`src/hw/rtl/dual_stepper_pulse_generator_defines.svh`:
```
// Assertion macros shared by the stepper pulse generator RTL.
`ifndef DUAL_STEPPER_PULSE_GENERATOR_DEFINES_SVH
`define DUAL_STEPPER_PULSE_GENERATOR_DEFINES_SVH

// Same-cycle implication, disabled during reset.
`define DSP_ASSERT_NOW(label, clk, rst, ante, cons) \
  label: assert property (@(posedge clk) disable iff (rst) (ante) |-> (cons)) \
    else $error("dsp check failed: same-cycle implication");

// Next-cycle implication, disabled during reset.
`define DSP_ASSERT_NEXT(label, clk, rst, ante, cons) \
  label: assert property (@(posedge clk) disable iff (rst) (ante) |=> (cons)) \
    else $error("dsp check failed: next-cycle implication");

`endif

```
`src/hw/rtl/dsp_pkg.sv`:
```
// Shared widths, command codes, controller states and interface structs.
package dsp_pkg;

  localparam int COUNT_WIDTH  = 32;
  localparam int PERIOD_WIDTH = 16;
  localparam int CFG_WIDTH    = 16;
  localparam int SEG_WIDTH    = 32;
  localparam int DUTY_WIDTH   = 7;
  localparam int CMD_WIDTH    = 4;
  localparam int IDX_WIDTH    = 2;
  localparam int IN_DATA_W    = 64;
  localparam int OUT_DATA_W   = 8;

  typedef logic [PERIOD_WIDTH-1:0] period_t;
  typedef logic [DUTY_WIDTH-1:0]   duty_t;
  typedef logic [SEG_WIDTH-1:0]    seg_t;
  typedef logic [COUNT_WIDTH-1:0]  count_t;
  typedef logic [CFG_WIDTH-1:0]    cfg_t;

  // Command codes carried in s_tuser
  localparam logic [CMD_WIDTH-1:0] CMD_TICK       = 4'd0;
  localparam logic [CMD_WIDTH-1:0] CMD_FORWARD    = 4'd1;
  localparam logic [CMD_WIDTH-1:0] CMD_BACK       = 4'd2;
  localparam logic [CMD_WIDTH-1:0] CMD_TURN_LEFT  = 4'd3;
  localparam logic [CMD_WIDTH-1:0] CMD_TURN_RIGHT = 4'd4;
  localparam logic [CMD_WIDTH-1:0] CMD_STOP       = 4'd5;
  localparam logic [CMD_WIDTH-1:0] CMD_CORRECT    = 4'd6;
  localparam logic [CMD_WIDTH-1:0] CMD_GO_DIST    = 4'd7;
  localparam logic [CMD_WIDTH-1:0] CMD_SET_DUTY   = 4'd8;

  // Configuration register indexes
  localparam logic [IDX_WIDTH-1:0] REG_LEFT_BASE  = 2'd0;
  localparam logic [IDX_WIDTH-1:0] REG_RIGHT_BASE = 2'd1;
  localparam logic [IDX_WIDTH-1:0] REG_CPU        = 2'd2;

  typedef enum logic [2:0] {
    ST_IDLE,
    ST_EXEC,
    ST_ISSUE0,
    ST_ISSUE1,
    ST_WAIT,
    ST_CHECK,
    ST_EMIT
  } ctrl_state_t;

  // Controller to datapath
  typedef struct packed {
    logic take;        // latch the input transaction
    logic exec;        // apply the latched command
    logic issue;       // push one side into the length pipeline
    logic issue_side;  // 0 left, 1 right
    logic check;       // distance target check
    logic emit;        // load the output register
  } dsp_cmd_t;

  // Datapath to controller
  typedef struct packed {
    logic need_len;    // latched command needs segment lengths
    logic len_busy;    // length pipeline holds work
    logic out_free;    // output register can take a result
  } dsp_stat_t;

endpackage

```
`src/hw/rtl/dsp_len_unit.sv`:
```
// Five-stage pipeline that turns period and duty into high/low segment lengths.
module dsp_len_unit (
  input  logic             clk,
  input  logic             rst,
  input  logic             start,
  input  logic             side,
  input  dsp_pkg::period_t pu,
  input  dsp_pkg::duty_t   duty,
  input  dsp_pkg::cfg_t    cpu,
  output logic             res_valid,
  output logic             res_side,
  output dsp_pkg::seg_t    res_high,
  output dsp_pkg::seg_t    res_low,
  output logic             busy
);

  localparam int PROD_W = dsp_pkg::PERIOD_WIDTH + dsp_pkg::CFG_WIDTH;
  localparam int QW     = 26;
  // floor(2^38 / 100): quotient estimate is exact or one low
  localparam logic [31:0] RECIP       = 32'hA3D7_0A3D;
  localparam int          RECIP_SHIFT = 38;
  localparam logic [7:0]  PCT         = 8'd100;
  // floor(x / 100) == (x * 5243) >> 19 for x up to 9801
  localparam logic [12:0] SMALL_RECIP = 13'd5243;
  localparam int          SMALL_SHIFT = 19;

  // stage 1: full period in counts
  logic             v1, s1;
  dsp_pkg::duty_t   d1;
  dsp_pkg::seg_t    t1;
  // stage 2: reciprocal product
  logic             v2, s2;
  dsp_pkg::duty_t   d2;
  dsp_pkg::seg_t    t2;
  logic [63:0]      qm2;
  // stage 3: quotient estimate and remainder
  logic             v3, s3;
  dsp_pkg::duty_t   d3;
  dsp_pkg::seg_t    t3;
  logic [QW-1:0]    q3;
  logic [7:0]       r3;
  // stage 4: split products
  logic             v4, s4;
  dsp_pkg::seg_t    t4;
  dsp_pkg::seg_t    qd4;
  logic [13:0]      rd4;

  dsp_pkg::cfg_t    cpu_eff;
  logic [PROD_W-1:0] prod;
  dsp_pkg::seg_t    t_sat;
  logic [QW-1:0]    q_est;
  logic [QW-1:0]    q_fix;
  logic [6:0]       r_fix;
  logic [26:0]      frac_full;
  dsp_pkg::seg_t    h_raw;
  dsp_pkg::seg_t    h_clamp;

  // zero ticks per unit counts as one; saturate to the segment width, floor of two
  always_comb begin
    cpu_eff = (cpu == '0) ? dsp_pkg::cfg_t'(1) : cpu;
    prod    = PROD_W'(pu) * PROD_W'(cpu_eff);
    if (64'(prod) > 64'h0000_0000_FFFF_FFFF) begin
      t_sat = '1;
    end else if (64'(prod) < 64'd2) begin
      t_sat = dsp_pkg::seg_t'(2);
    end else begin
      t_sat = dsp_pkg::SEG_WIDTH'(prod);
    end
  end

  assign q_est = qm2[RECIP_SHIFT +: QW];

  // one compare and subtract fixes the quotient estimate
  always_comb begin
    if (r3 >= PCT) begin
      q_fix = q3 + QW'(1);
      r_fix = 7'(r3 - PCT);
    end else begin
      q_fix = q3;
      r_fix = r3[6:0];
    end
  end

  // high = q*d + floor(r*d/100), held inside [1, period-1]
  always_comb begin
    frac_full = 27'(rd4) * 27'(SMALL_RECIP);
    h_raw     = qd4 + dsp_pkg::seg_t'(frac_full >> SMALL_SHIFT);
    if (h_raw == '0) begin
      h_clamp = dsp_pkg::seg_t'(1);
    end else if (h_raw >= t4) begin
      h_clamp = t4 - dsp_pkg::seg_t'(1);
    end else begin
      h_clamp = h_raw;
    end
  end

  // valid bits
  always_ff @(posedge clk) begin
    if (rst) begin
      v1        <= 1'b0;
      v2        <= 1'b0;
      v3        <= 1'b0;
      v4        <= 1'b0;
      res_valid <= 1'b0;
    end else begin
      v1        <= start;
      v2        <= v1;
      v3        <= v2;
      v4        <= v3;
      res_valid <= v4;
    end
  end

  // payload stages
  always_ff @(posedge clk) begin
    s1  <= side;
    d1  <= duty;
    t1  <= t_sat;

    s2  <= s1;
    d2  <= d1;
    t2  <= t1;
    qm2 <= 64'(t1) * 64'(RECIP);

    s3  <= s2;
    d3  <= d2;
    t3  <= t2;
    q3  <= q_est;
    r3  <= 8'(t2 - 32'(32'(q_est) * 32'(PCT)));

    s4  <= s3;
    t4  <= t3;
    qd4 <= 32'(32'(q_fix) * 32'(d3));
    rd4 <= 14'(r_fix) * 14'(d3);

    res_side <= s4;
    res_high <= h_clamp;
    res_low  <= t4 - h_clamp;
  end

  assign busy = v1 | v2 | v3 | v4 | res_valid;

endmodule

```
`src/hw/rtl/dsp_datapath.sv`:
```
// Motion state, configuration registers, command execution and output register.
module dsp_datapath (
  input  logic                            clk,
  input  logic                            rst,
  input  logic                            wr_en,
  input  logic [dsp_pkg::IDX_WIDTH-1:0]   wr_index,
  input  dsp_pkg::cfg_t                   wr_data,
  input  logic [dsp_pkg::IN_DATA_W-1:0]   s_tdata,
  input  logic [dsp_pkg::CMD_WIDTH-1:0]   s_tuser,
  input  logic                            m_tready,
  output logic                            m_tvalid,
  output logic [dsp_pkg::OUT_DATA_W-1:0]  m_tdata,
  input  dsp_pkg::dsp_cmd_t               cmd,
  output dsp_pkg::dsp_stat_t              stat
);

  localparam logic [1:0] DIR_FORWARD    = 2'b10;
  localparam logic [1:0] DIR_BACK       = 2'b01;
  localparam logic [1:0] DIR_TURN_LEFT  = 2'b11;
  localparam logic [1:0] DIR_TURN_RIGHT = 2'b00;
  localparam dsp_pkg::duty_t  DUTY_RUN    = 7'd50;
  localparam dsp_pkg::duty_t  DUTY_TURN   = 7'd30;
  localparam dsp_pkg::duty_t  DUTY_MIN    = 7'd1;
  localparam dsp_pkg::duty_t  DUTY_MAX    = 7'd99;
  localparam dsp_pkg::period_t TURN_PERIOD = dsp_pkg::period_t'(90);
  localparam dsp_pkg::period_t RESET_PERIOD = dsp_pkg::period_t'(2);
  localparam longint PERIOD_MAX = (64'd1 << dsp_pkg::PERIOD_WIDTH) - 64'd1;
  localparam int SUM_W = dsp_pkg::COUNT_WIDTH + 1;

  function automatic dsp_pkg::period_t sat_period(input logic signed [17:0] v);
    if (v < 18'sd2) begin
      return dsp_pkg::period_t'(2);
    end else if (longint'(v) > PERIOD_MAX) begin
      return dsp_pkg::period_t'(PERIOD_MAX);
    end else begin
      return dsp_pkg::period_t'(v);
    end
  endfunction

  function automatic dsp_pkg::duty_t sat_duty(input logic [7:0] d);
    if (d < 8'(DUTY_MIN)) begin
      return DUTY_MIN;
    end else if (d > 8'(DUTY_MAX)) begin
      return DUTY_MAX;
    end else begin
      return dsp_pkg::duty_t'(d);
    end
  endfunction

  // configuration
  dsp_pkg::cfg_t base_l, base_r, cpu;

  // latched input transaction
  logic [dsp_pkg::CMD_WIDTH-1:0] cmd_q;
  logic signed [15:0]            corr_q;
  logic [7:0]                    lduty_q, rduty_q;
  logic [31:0]                   steps_q;

  // motion state
  dsp_pkg::period_t pu    [2];
  dsp_pkg::duty_t   duty  [2];
  dsp_pkg::seg_t    seg   [2];
  logic [1:0]       lvl;
  dsp_pkg::count_t  edges [2];
  logic [1:0]       dir;
  logic             run, turn, rev, dist_run;
  logic [31:0]      target;
  logic             done_q;

  // pending segment reloads from the length pipeline
  logic [1:0]       load_mask;
  logic [1:0]       sel_high;

  // length pipeline
  logic             res_valid, res_side;
  dsp_pkg::seg_t    res_high, res_low;
  logic             len_busy;

  logic signed [17:0] corr_x, base_l_x, base_r_x, corr_l, corr_r;
  logic [SUM_W-1:0]   edge_sum;
  logic               target_hit;
  logic               start_cmd;

  dsp_len_unit u_len (
    .clk       (clk),
    .rst       (rst),
    .start     (cmd.issue),
    .side      (cmd.issue_side),
    .pu        (pu[cmd.issue_side]),
    .duty      (duty[cmd.issue_side]),
    .cpu       (cpu),
    .res_valid (res_valid),
    .res_side  (res_side),
    .res_high  (res_high),
    .res_low   (res_low),
    .busy      (len_busy)
  );

  // steering correction sums
  always_comb begin
    corr_x   = 18'(corr_q);
    base_l_x = $signed({2'b00, base_l});
    base_r_x = $signed({2'b00, base_r});
    corr_l   = rev ? (base_l_x - corr_x) : (base_l_x + corr_x);
    corr_r   = rev ? (base_r_x + corr_x) : (base_r_x - corr_x);
  end

  // distance progress: (left + right edges) / 4 against the target
  always_comb begin
    edge_sum   = SUM_W'(edges[0]) + SUM_W'(edges[1]);
    target_hit = 33'(edge_sum >> 2) >= 33'(target);
  end

  // commands that start a motion always reload both segments
  always_comb begin
    case (cmd_q)
      dsp_pkg::CMD_FORWARD, dsp_pkg::CMD_BACK,
      dsp_pkg::CMD_TURN_LEFT, dsp_pkg::CMD_TURN_RIGHT: start_cmd = 1'b1;
      dsp_pkg::CMD_GO_DIST: start_cmd = (steps_q != '0);
      default: start_cmd = 1'b0;
    endcase
  end

  assign stat.need_len = start_cmd ||
                         ((cmd_q == dsp_pkg::CMD_TICK) && run &&
                          ((seg[0] <= dsp_pkg::seg_t'(1)) || (seg[1] <= dsp_pkg::seg_t'(1))));
  assign stat.len_busy = len_busy;
  assign stat.out_free = !m_tvalid || m_tready;

  // configuration writes
  always_ff @(posedge clk) begin
    if (rst) begin
      base_l <= dsp_pkg::cfg_t'(50);
      base_r <= dsp_pkg::cfg_t'(50);
      cpu    <= dsp_pkg::cfg_t'(1);
    end else if (wr_en) begin
      case (wr_index)
        dsp_pkg::REG_LEFT_BASE:  base_l <= wr_data;
        dsp_pkg::REG_RIGHT_BASE: base_r <= wr_data;
        dsp_pkg::REG_CPU:        cpu    <= wr_data;
        default: ;
      endcase
    end
  end

  // input latch
  always_ff @(posedge clk) begin
    if (cmd.take) begin
      cmd_q   <= s_tuser;
      corr_q  <= s_tdata[15:0];
      lduty_q <= s_tdata[23:16];
      rduty_q <= s_tdata[31:24];
      steps_q <= s_tdata[63:32];
    end
  end

  // command execution, segment reloads and distance check
  always_ff @(posedge clk) begin
    if (rst) begin
      for (int s = 0; s < 2; s++) begin
        pu[s]    <= RESET_PERIOD;
        duty[s]  <= DUTY_RUN;
        seg[s]   <= '0;
        edges[s] <= '0;
      end
      lvl       <= '0;
      dir       <= '0;
      run       <= 1'b0;
      turn      <= 1'b0;
      rev       <= 1'b0;
      dist_run  <= 1'b0;
      target    <= '0;
      done_q    <= 1'b0;
      load_mask <= '0;
      sel_high  <= '0;
    end else begin
      if (cmd.exec) begin
        case (cmd_q)
          dsp_pkg::CMD_TICK: begin
            for (int s = 0; s < 2; s++) begin
              load_mask[s] <= run && (seg[s] <= dsp_pkg::seg_t'(1));
              if (run) begin
                if (seg[s] > dsp_pkg::seg_t'(1)) begin
                  seg[s] <= seg[s] - dsp_pkg::seg_t'(1);
                end else begin
                  lvl[s]      <= ~lvl[s];
                  edges[s]    <= edges[s] + dsp_pkg::count_t'(1);
                  sel_high[s] <= ~lvl[s];
                end
              end
            end
          end
          dsp_pkg::CMD_FORWARD, dsp_pkg::CMD_BACK: begin
            pu[0]     <= sat_period($signed({2'b00, base_l}));
            pu[1]     <= sat_period($signed({2'b00, base_r}));
            duty[0]   <= DUTY_RUN;
            duty[1]   <= DUTY_RUN;
            dir       <= (cmd_q == dsp_pkg::CMD_FORWARD) ? DIR_FORWARD : DIR_BACK;
            rev       <= (cmd_q == dsp_pkg::CMD_BACK);
            turn      <= 1'b0;
            if (cmd_q == dsp_pkg::CMD_FORWARD) begin
              dist_run <= 1'b0;
            end
            lvl       <= '0;
            edges[0]  <= '0;
            edges[1]  <= '0;
            run       <= 1'b1;
            load_mask <= 2'b11;
            sel_high  <= 2'b00;
          end
          dsp_pkg::CMD_TURN_LEFT, dsp_pkg::CMD_TURN_RIGHT: begin
            pu[0]     <= TURN_PERIOD;
            pu[1]     <= TURN_PERIOD;
            duty[0]   <= DUTY_TURN;
            duty[1]   <= DUTY_TURN;
            dir       <= (cmd_q == dsp_pkg::CMD_TURN_LEFT) ? DIR_TURN_LEFT : DIR_TURN_RIGHT;
            turn      <= 1'b1;
            rev       <= 1'b0;
            lvl       <= '0;
            edges[0]  <= '0;
            edges[1]  <= '0;
            run       <= 1'b1;
            load_mask <= 2'b11;
            sel_high  <= 2'b00;
          end
          dsp_pkg::CMD_STOP: begin
            run      <= 1'b0;
            dist_run <= 1'b0;
            lvl      <= '0;
          end
          dsp_pkg::CMD_CORRECT: begin
            if (!turn) begin
              pu[0] <= sat_period(corr_l);
              pu[1] <= sat_period(corr_r);
            end
          end
          dsp_pkg::CMD_GO_DIST: begin
            if (steps_q == '0) begin
              target   <= '0;
              run      <= 1'b0;
              dist_run <= 1'b0;
              lvl      <= '0;
            end else begin
              pu[0]     <= sat_period($signed({2'b00, base_l}));
              pu[1]     <= sat_period($signed({2'b00, base_r}));
              duty[0]   <= DUTY_RUN;
              duty[1]   <= DUTY_RUN;
              dir       <= DIR_FORWARD;
              rev       <= 1'b0;
              turn      <= 1'b0;
              lvl       <= '0;
              edges[0]  <= '0;
              edges[1]  <= '0;
              run       <= 1'b1;
              dist_run  <= 1'b1;
              target    <= steps_q;
              load_mask <= 2'b11;
              sel_high  <= 2'b00;
            end
          end
          dsp_pkg::CMD_SET_DUTY: begin
            duty[0] <= sat_duty(lduty_q);
            duty[1] <= sat_duty(rduty_q);
          end
          default: ;
        endcase
      end

      // segment reload from the length pipeline
      if (res_valid && load_mask[res_side]) begin
        seg[res_side] <= sel_high[res_side] ? res_high : res_low;
      end

      // distance target reached: halt and flag it for this result
      if (cmd.check) begin
        done_q <= dist_run && target_hit;
        if (dist_run && target_hit) begin
          run      <= 1'b0;
          dist_run <= 1'b0;
          lvl      <= '0;
        end
      end
    end
  end

  // output register
  always_ff @(posedge clk) begin
    if (rst) begin
      m_tvalid <= 1'b0;
    end else if (cmd.emit) begin
      m_tvalid <= 1'b1;
    end else if (m_tready) begin
      m_tvalid <= 1'b0;
    end
  end

  always_ff @(posedge clk) begin
    if (cmd.emit) begin
      m_tdata <= {1'b0, done_q, dist_run, run, dir[1], dir[0], lvl[1], lvl[0]};
    end
  end

endmodule

```
`src/hw/rtl/dsp_ctrl.sv`:
```
// Sequencer: accept, execute, length fetch, distance check, result hand-off.
module dsp_ctrl (
  input  logic               clk,
  input  logic               rst,
  input  logic               s_tvalid,
  output logic               s_tready,
  input  dsp_pkg::dsp_stat_t stat,
  output dsp_pkg::dsp_cmd_t  cmd
);

  dsp_pkg::ctrl_state_t state, state_next;

  always_ff @(posedge clk) begin
    if (rst) begin
      state <= dsp_pkg::ST_IDLE;
    end else begin
      state <= state_next;
    end
  end

  // next state
  always_comb begin
    state_next = state;
    case (state)
      dsp_pkg::ST_IDLE:   if (s_tvalid) state_next = dsp_pkg::ST_EXEC;
      dsp_pkg::ST_EXEC:   state_next = stat.need_len ? dsp_pkg::ST_ISSUE0 : dsp_pkg::ST_CHECK;
      dsp_pkg::ST_ISSUE0: state_next = dsp_pkg::ST_ISSUE1;
      dsp_pkg::ST_ISSUE1: state_next = dsp_pkg::ST_WAIT;
      dsp_pkg::ST_WAIT:   if (!stat.len_busy) state_next = dsp_pkg::ST_CHECK;
      dsp_pkg::ST_CHECK:  state_next = dsp_pkg::ST_EMIT;
      dsp_pkg::ST_EMIT:   if (stat.out_free) state_next = dsp_pkg::ST_IDLE;
      default:            state_next = dsp_pkg::ST_IDLE;
    endcase
  end

  // outputs
  always_comb begin
    s_tready       = (state == dsp_pkg::ST_IDLE);
    cmd.take       = (state == dsp_pkg::ST_IDLE) && s_tvalid;
    cmd.exec       = (state == dsp_pkg::ST_EXEC);
    cmd.issue      = (state == dsp_pkg::ST_ISSUE0) || (state == dsp_pkg::ST_ISSUE1);
    cmd.issue_side = (state == dsp_pkg::ST_ISSUE1);
    cmd.check      = (state == dsp_pkg::ST_CHECK);
    cmd.emit       = (state == dsp_pkg::ST_EMIT) && stat.out_free;
  end

endmodule

```
`src/hw/rtl/dual_stepper_pulse_generator.sv`:
```
// Top level of the two-channel STEP/DIR pulse generator.
//
// Each input transaction carries one command (tick, forward, back, turn left/right, stop,
// correct, go distance, set duty) and yields exactly one status result: both STEP
// levels, both DIR levels, running, distance busy and a one-result distance done flag.
// Only tick advances the segment counters. Items are handled one at a time: an item
// that reloads no segment passes execute, distance check and emit before the next can be
// taken; a start command, or a tick on which a segment expires, also issues the left and
// then the right side into the five-stage length pipeline that derives the high and low
// counts (period times duty over 100) and waits for it to drain. The result register lets
// the next item in while a result still waits on m_tready. Configuration writes take effect
// at once and belong in idle time only.
`include "dual_stepper_pulse_generator_defines.svh"

module dual_stepper_pulse_generator (
  input  logic                            clk,
  input  logic                            rst,
  input  logic                            wr_en,
  input  logic [dsp_pkg::IDX_WIDTH-1:0]   wr_index,
  input  dsp_pkg::cfg_t                   wr_data,
  input  logic                            s_tvalid,
  output logic                            s_tready,
  // [15:0] correction, [23:16] left_duty_arg, [31:24] right_duty_arg,
  // [63:32] distance_steps
  input  logic [dsp_pkg::IN_DATA_W-1:0]   s_tdata,
  // [3:0] cmd
  input  logic [dsp_pkg::CMD_WIDTH-1:0]   s_tuser,
  output logic                            m_tvalid,
  input  logic                            m_tready,
  // [0] left_step, [1] right_step, [2] left direction, [3] right direction,
  // [4] running, [5] distance_busy, [6] distance_done, [7] zero
  output logic [dsp_pkg::OUT_DATA_W-1:0]  m_tdata
);

  dsp_pkg::dsp_cmd_t  cmd;
  dsp_pkg::dsp_stat_t stat;

  dsp_ctrl u_ctrl (
    .clk      (clk),
    .rst      (rst),
    .s_tvalid (s_tvalid),
    .s_tready (s_tready),
    .stat     (stat),
    .cmd      (cmd)
  );

  dsp_datapath u_dp (
    .clk      (clk),
    .rst      (rst),
    .wr_en    (wr_en),
    .wr_index (wr_index),
    .wr_data  (wr_data),
    .s_tdata  (s_tdata),
    .s_tuser  (s_tuser),
    .m_tready (m_tready),
    .m_tvalid (m_tvalid),
    .m_tdata  (m_tdata),
    .cmd      (cmd),
    .stat     (stat)
  );

  // an accepted item blocks the input until it has been worked off
  `DSP_ASSERT_NEXT(a_one_at_a_time, clk, rst, s_tvalid && s_tready, !s_tready)
  // no length work left over once the block takes a new item
  `DSP_ASSERT_NOW(a_len_idle, clk, rst, s_tready, !stat.len_busy)
  // a distance run always has the pulses running
  `DSP_ASSERT_NOW(a_dist_runs, clk, rst, m_tvalid && m_tdata[5], m_tdata[4])
  // stopped outputs hold both STEP pins low
  `DSP_ASSERT_NOW(a_stop_low, clk, rst, m_tvalid && !m_tdata[4], m_tdata[1:0] == 2'b00)

endmodule
```
`config.mk`:
```
export PLATFORM = sky130hd
export DESIGN_NAME = dual_stepper_pulse_generator
export DESIGN_NICKNAME = d
export VERILOG_FILES = /design/src/hw/rtl/dsp_pkg.sv /design/src/hw/rtl/dsp_len_unit.sv /design/src/hw/rtl/dsp_datapath.sv /design/src/hw/rtl/dsp_ctrl.sv /design/src/hw/rtl/dual_stepper_pulse_generator.sv
export VERILOG_INCLUDE_DIRS = /design/src /design/src/hw/rtl
export SDC_FILE = /design/constraint.sdc
export NUM_CORES = 2
export LEC_CHECK = 0
export ABC_CLOCK_PERIOD_IN_PS = 15300
export BUFFER_PORTS_ARGS = -buffer_cell sky130_fd_sc_hd__buf_2
export CORE_MARGIN = 8
export CORE_UTILIZATION = 35
export DETAILED_ROUTE_END_ITERATION = 6
export PLACE_DENSITY = 0.45
export SYNTH_ARGS = -nofsm -noshare
export SYNTH_HDL_FRONTEND = slang
export SYNTH_SLANG_ARGS = --single-unit
```
`constraint.sdc`:
```
create_clock -name clk -period 15.3 [get_ports clk]
set_clock_uncertainty 0.15 [all_clocks]
set_input_delay 3.06 -clock clk [delete_from_list [all_inputs] [get_ports clk]]
set_output_delay 3.06 -clock clk [all_outputs]
set_load 0.01 [all_outputs]
```
# --- Yosys cells after proc, flatten, opt, wreduce, memory -nomap -nowiden ---
# Memories as Yosys holds them, arrays and structs flattened. A register that Yosys moved wholly into a read port is not among the register bits.
# Index checks and enable logic that the tools add are counted.
totals:
  reg_bits: 532
  latchBits: 0
  ram_bits: 174
  romBits: 0
  in_bits: 91
  output_inout_bits: 10
  word_cells: 348
  n_memories: 4
op_classes:
  add_sub_neg: 15
  mul: 6
  div: 0
  n_lt_le_gt_ge: 19
  n_eq_ne: 23
  shifts: 0
  mux: 168
  bitwise: 32
  n_reduce_logical: 36
memory_table:
  columns: ["name", "words", "word_bits", "rd", "rd_clocked_by_memory_dff", "write_ports", "line", "source"]
  rows:
  - ["u_dp.edges", 2, 32, 2, 0, 2, "dsp_datapath.sv:64", "dsp_pkg::count_t edges [2];"]
  - ["u_dp.seg", 2, 32, 2, 0, 3, "dsp_datapath.sv:62", "dsp_pkg::seg_t seg [2];"]
  - ["u_dp.pu", 2, 16, 1, 0, 2, "dsp_datapath.sv:60", "dsp_pkg::period_t pu [2];"]
  - ["u_dp.duty", 2, 7, 1, 1, 2, "dsp_datapath.sv:61", "dsp_pkg::duty_t duty [2];"]
op_table:
  columns: ["operator", "count"]
  rows:
  - ["$mux W16", 37]
  - ["$mux W32", 14]
  - ["$mux W7", 19]
  - ["$sub A32 B1 Y32 const B", 3]
  - ["$mux W1", 73]
  - ["$add A32 B1 Y32 const B", 2]
  - ["$gt A32 B1 Y1 const B", 2]
  - ["$le A32 B1 Y1 const B", 2]
  - ["$logic_not A32 Y1", 2]
  - ["$mul A32 B32 Y64 const B", 1]
  - ["$add A17 B16 Y18", 2]
  - ["$gt A18 B17 Y1 const B", 2]
  - ["$lt A18 B3 Y1 const B", 2]
  - ["$mux W18", 2]
  - ["$sub A17 B16 Y18", 2]
  - ["$add A32 B32 Y33", 1]
  - ["$add A32 B8 Y32", 1]
  - ["$ge A31 B32 Y1", 1]
  - ["$ge A32 B32 Y1", 1]
  - ["$lt A16 B2 Y1 const B", 2]
  - ["$lt A32 B2 Y1 const B", 1]
  - ["$mul A16 B16 Y32", 1]
  - ["$mul A26 B7 Y32", 1]
  - ["$reduce_bool A32 Y1", 1]
  - ["47 further kinds", 124]

# --- Longest topological paths before layout ---
# An unclocked memory read counts as a cell.
depth:
  ltp_word: 12
  ltp_mapped: 53
  depth_no_buf: 51

# --- Modules after synthesis ---
# From an unflattened synthesis, not the netlist that was laid out.
unflattened:
  cells_unflattened: 6864
  area_unflattened_um2: 66537.6
by_module_without_submodules:
  columns: ["mod", "instances", "cells_each", "area_per_inst_um2", "seq_area_each_um2"]
  rows:
  - ["dsp_len_unit", 1, 4857, 46704.8, 6546.3]
  - ["dsp_datapath", 1, 1976, 19607.6, 9359.0]
  - ["dsp_ctrl", 1, 31, 225.2, 60.1]

# --- Worst setup path after synthesis ---
# Ideal clock, no wire load.
synth_path:
  path_kind: "register -> register"
  from: "register u_dp.u_len.rd4[11]"
  to: "register u_dp.u_len.res_low[28]"
  setup_time_ns: 0.072
  t_arrival_ns: 10.431
  t_required_ns: 15.078
  path_slack_ns: 4.647
  path_stages_with_launch: 50
  n_path_buf: 2
  period_less_slack_ns: 10.653
  cell_sequence: "dfxtp_1 -> fa_1 -> ha_1 -> inv_1 -> fa_1 -> inv_1 -> fa_1 -> inv_1 -> fa_1 -> inv_1 -> ha_1 -> a2111oi_0 -> o21ai_0 -> a211oi_1 -> o21ai_0 -> a211oi_1 -> nor2b_1 -> o21a_1 -> [14 not listed] -> clkbuf_1 -> clkbuf_1 -> nand2_1 -> o21ai_0 -> nand2_1 -> ha_1 -> inv_1 -> fa_1 -> a21o_1 -> a21oi_1 -> nand2b_1 -> a31oi_1 -> a41o_1 -> a31oi_1 -> nor2_1 -> a211o_1 -> a21oi_1 -> xnor2_1"
synth_via:
  elab_chain_cells: 6
  word_cells_on_any_way: 7
  cone_classes: "2 x add/sub; 1 x mul; 1 x order compare; 2 x mux; 1 x reduce/logical"
synth_lines:
  columns: ["element", "line", "source"]
  rows:
  - ["start: declaration", "dsp_len_unit.sv:46", "logic [13:0] rd4;"]
  - ["start signal: assignment", "dsp_len_unit.sv:134", "rd4 <= 14'(r_fix) * 14'(d3);"]
  - ["$mul A14 B13 Y27 (*)", "dsp_len_unit.sv:86", "frac_full = 27'(rd4) * 27'(SMALL_RECIP);"]
  - ["$add A32 B8 Y32 (*)", "dsp_len_unit.sv:87", "h_raw = qd4 + dsp_pkg::seg_t'(frac_full >> SMALL_SHIFT);"]
  - ["$ge A32 B32 Y1", "dsp_len_unit.sv:90", "end else if (h_raw >= t4) begin"]
  - ["$mux W32", "dsp_len_unit.sv:90", null]
  - ["$mux W32 (*)", "dsp_len_unit.sv:88", "if (h_raw == '0) begin"]
  - ["net u_dp.u_len.h_clamp[0]", "dsp_len_unit.sv:56", "dsp_pkg::seg_t h_clamp;"]
  - ["$sub A32 B32 Y32 (*)", "dsp_len_unit.sv:138", "res_low <= t4 - h_clamp;"]
  - ["end signal: assignment", "dsp_len_unit.sv:138", null]
  - ["end: declaration", "dsp_len_unit.sv:13", "output dsp_pkg::seg_t res_low,"]
# Mark *: on every way through the listed nets, which the timed path passes. The rest lies on a longest branch.
# A chain may end at the register's enable or synchronous reset.

# --- Worst setup path after layout ---
layout_path:
  from: "register u_dp.u_len.rd4[11]"
  to: "register u_dp.u_len.res_low[31]"
layout_via:
  elab_chain_cells: 6
  word_cells_on_any_way: 7
  cone_classes: "2 x add/sub; 1 x mul; 1 x order compare; 2 x mux; 1 x reduce/logical"
layout_lines:
  columns: ["element", "line"]
  rows:
  - ["$mul A14 B13 Y27 (*)", "dsp_len_unit.sv:86"]
  - ["$add A32 B8 Y32 (*)", "dsp_len_unit.sv:87"]
  - ["$ge A32 B32 Y1", "dsp_len_unit.sv:90"]
  - ["$mux W32", "dsp_len_unit.sv:90"]
  - ["$mux W32 (*)", "dsp_len_unit.sv:88"]
  - ["$sub A32 B32 Y32 (*)", "dsp_len_unit.sv:138"]
# Mark *: on every way between the ends. The rest lies on a longest branch, timed or not.

==> run summary <==
status: finished clean
CP max stage cell: a2111oi_0
area of the mapped netlist: 0.0663 sq mm
CP Launch Type: register
Setup crit end kind: register
Worst Setup Slack, final: 2600 ps
Starting Density: 0.351
1st-pass router iterations: 5
Routed WL: 180,000 um
Bufs on Longest Clock Path: 3
Required @ worst endpoint: 15,700 ps
CTS root buf: clkbuf_16
die footprint: 0.204 sq mm
most common flop cell mapped by yosys: dfxtp_1
Max Cap Viol: 0
per-cell routed wire length: 19.0 um
final instance count without filler cells: 9,491
worst slew pin tran: 1160 ps
syn nets: 8,595
DRT iter0 DRCs: 2,741
EDFF count, synth: 249
setup repair bufs after CTS: 0
Setup TNS Final: 0 ps
CTS tree: yes
GRT overflow: 0
layout cells sized above 1: 0.0473
Setup Viol. Count Final: 0
post-synthesis cell count: 6,849
Tcrit/Tclk final: 0.830
worst hold path type: register to register
post_cts resized: 0
Final Hold Fails: 0
RePlAce Congestion: 0.865
post-synthesis register bit count: 673
Syn Area/Cell: 9.69 sq um
I/O Buffers: 99
CP max FO: 42
initial antenna violation count: 9
Slew Limit Headroom: 0.216
area growth from synthesis to layout: 9.42%
DRC: 0
Cell variety after synth: 83
largest net degree at the start of global routing: 69
CTS Buf Count: 82
htree depth: 3
final period demand of the worst path: 12,700 ps
FILL cells: 19,083
synthesis warning total: 0
GRT Total Usage: 0.176
clk slew on worst S/H paths: 60 ps
vias in the first global route: 49,517
Final Max Slew Viols: 0
Final #Nets: 8,655
clock sinks: 673
# IOs: 101
Post-DP HPWL: 145,000 um
clk_lat worst skew: 690 ps
area used by multi-input combinational logic: 0.0454 sq mm
Via density: 4.94
cts hold-fix bufs: 0
Inst Count DP: 9,336
RSZ-0062 raised after global routing: no
Seq/Total Area, Yosys: 0.241
Rows: 160
Hold WS: 174 ps
pre-CTS setup slack: 2620 ps
critical path class: register to register
Reg area: 0.0160 sq mm
Die Span X: 451 um
via count: 46,875
Max Clk Rate: 78.7 MHz
data arrival time of the worst path: 13,100 ps
DIE HEIGHT: 451 um
CP max stage delay: 720 ps
antenna-violating nets left: 0
Core Area: 0.189 sq mm
global-route wire length before repair: 286,000 um
fraction of registers with async set/reset: 0
==> sequential cells by signal, indices dropped and copies added, names as in the netlist, 26 cells and up <==
signal and cells:
u_dp.edges 64, u_dp.seg 64, u_dp.pu 32, u_dp.steps_q 32, u_dp.target 32, u_dp.u_len.qd4 32
u_dp.u_len.res_high 32, u_dp.u_len.res_low 32, u_dp.u_len.t1 32, u_dp.u_len.t4 32, u_dp.u_len.t2 30, u_dp.u_len.t3 30
u_dp.u_len.qm2 28, u_dp.u_len.q3 26
==> critical path: cells and delay by family, from the launching register on <==
| family | cells | cell delay, ps |
|---|---|---|
| adder cells (fa/ha/maj) | 9 | 3440 |
| AO/OA/AOI/OAI | 20 | 6680 |
| flip-flops | 1 | 590 |
| buffers and inverters | 6 | 660 |
| AND/OR/NAND/NOR | 6 | 710 |
| XOR/XNOR | 3 | 330 |
==> cell families after synthesis <==
family | count (synthesis) | share of synthesized area
buffers and inverters | 1336 | 0.0757
xor gates and xnor gates | 389 | 0.0514
DFF | 673 | 0.241
and+or+nand+nor | 1790 | 0.129
muxes | 47 | 0.00715
other | 1 | 0.0000565
AOI/OAI and AO/OA | 958 | 0.0944
adders and majority gates | 1655 | 0.402
==> metrics by stage <==
stage                     utilization  cell area, sq um
after floorplan                     -             66300
after global placement          0.369             69800
after detailed placement        0.369             69800
after CTS                       0.384             72600
after global routing            0.384             72600
final                           0.384             72600
==> routing by layer <==
metal	vias to the layer above	share of wire	GRT usage
met5	-	0	0
met4	0	0.017	0.0353
met3	159	0.031	0.0172
met2	717	0.47	0.293
met1	23301	0.48	0.251
li1	22698	-	-
==> cells in the mapped netlist (44+ instances only) <==
cell type / number / area share
mux2i_1: 44 / 0.0066
nor3_1: 85 / 0.0064
clkbuf_1: 161 / 0.0091
inv_1: 1164 / 0.066
and3_1: 49 / 0.0046
a22o_1: 44 / 0.0058
nand4_1: 56 / 0.0053
nor2b_1: 56 / 0.0053
xnor2_1: 236 / 0.031
ha_1: 863 / 0.16
fa_1: 792 / 0.24
dfxtp_1: 424 / 0.13
xor2_1: 153 / 0.020
nor4_1: 51 / 0.0048
and2_1: 179 / 0.017
a21oi_1: 277 / 0.021
nand3_1: 134 / 0.010
o21ai_0: 172 / 0.013
nor2_1: 315 / 0.018
nand2_1: 698 / 0.039
edfxtp_1: 249 / 0.11
a21o_1: 139 / 0.016
==> layout make-up <==
type | instances | share of cell area
repair buffers | 148 | 0.0119
diodes | 2 | 0.0000689
multi-input cells | 4840 | 0.626
well taps | 2511 | 0.0433
inverters | 1164 | 0.0602
clock inverters | 47 | 0.00819
clock buffers | 106 | 0.0307
flip-flops and latches | 673 | 0.220
==> cell usage in the layout (no fill, tap or decap), types with 43 or more instances in the layout <==
master | Yosys | layout
a21o_1 | 139 | 139
a21oi_1 | 277 | 275
a22o_1 | 44 | 44
and2_1 | 179 | 178
and3_1 | 49 | 49
buf_2 | 1 | 99
buf_4 | 1 | 49
clkbuf_16 | 0 | 84
dfxtp_1 | 424 | 423
edfxtp_1 | 249 | 249
fa_1 | 792 | 792
ha_1 | 863 | 863
inv_1 | 1164 | 1164
mux2i_1 | 44 | 43
nand2_1 | 698 | 697
nand3_1 | 134 | 133
nand4_1 | 56 | 56
nor2_1 | 315 | 314
nor2b_1 | 56 | 56
nor3_1 | 85 | 85
nor4_1 | 51 | 51
o21a_1 | 43 | 43
o21ai_0 | 172 | 171
xnor2_1 | 236 | 236
xor2_1 | 153 | 153
==> final timing paths <==
path,slack [ps],end,start,cells past startpoint
worst min-delay path,170,u_dp.u_len.t4[6],u_dp.u_len.t3[6],0
worst min register to register,170,u_dp.u_len.t4[6],u_dp.u_len.t3[6],0
worst max-delay path,2600,u_dp.u_len.res_low[31],u_dp.u_len.rd4[11],44
worst max register to register,2600,u_dp.u_len.res_low[31],u_dp.u_len.rd4[11],44
Power is not shown: default switching activity piles up to over one toggle a cycle in this logic, so the estimate is an artifact.
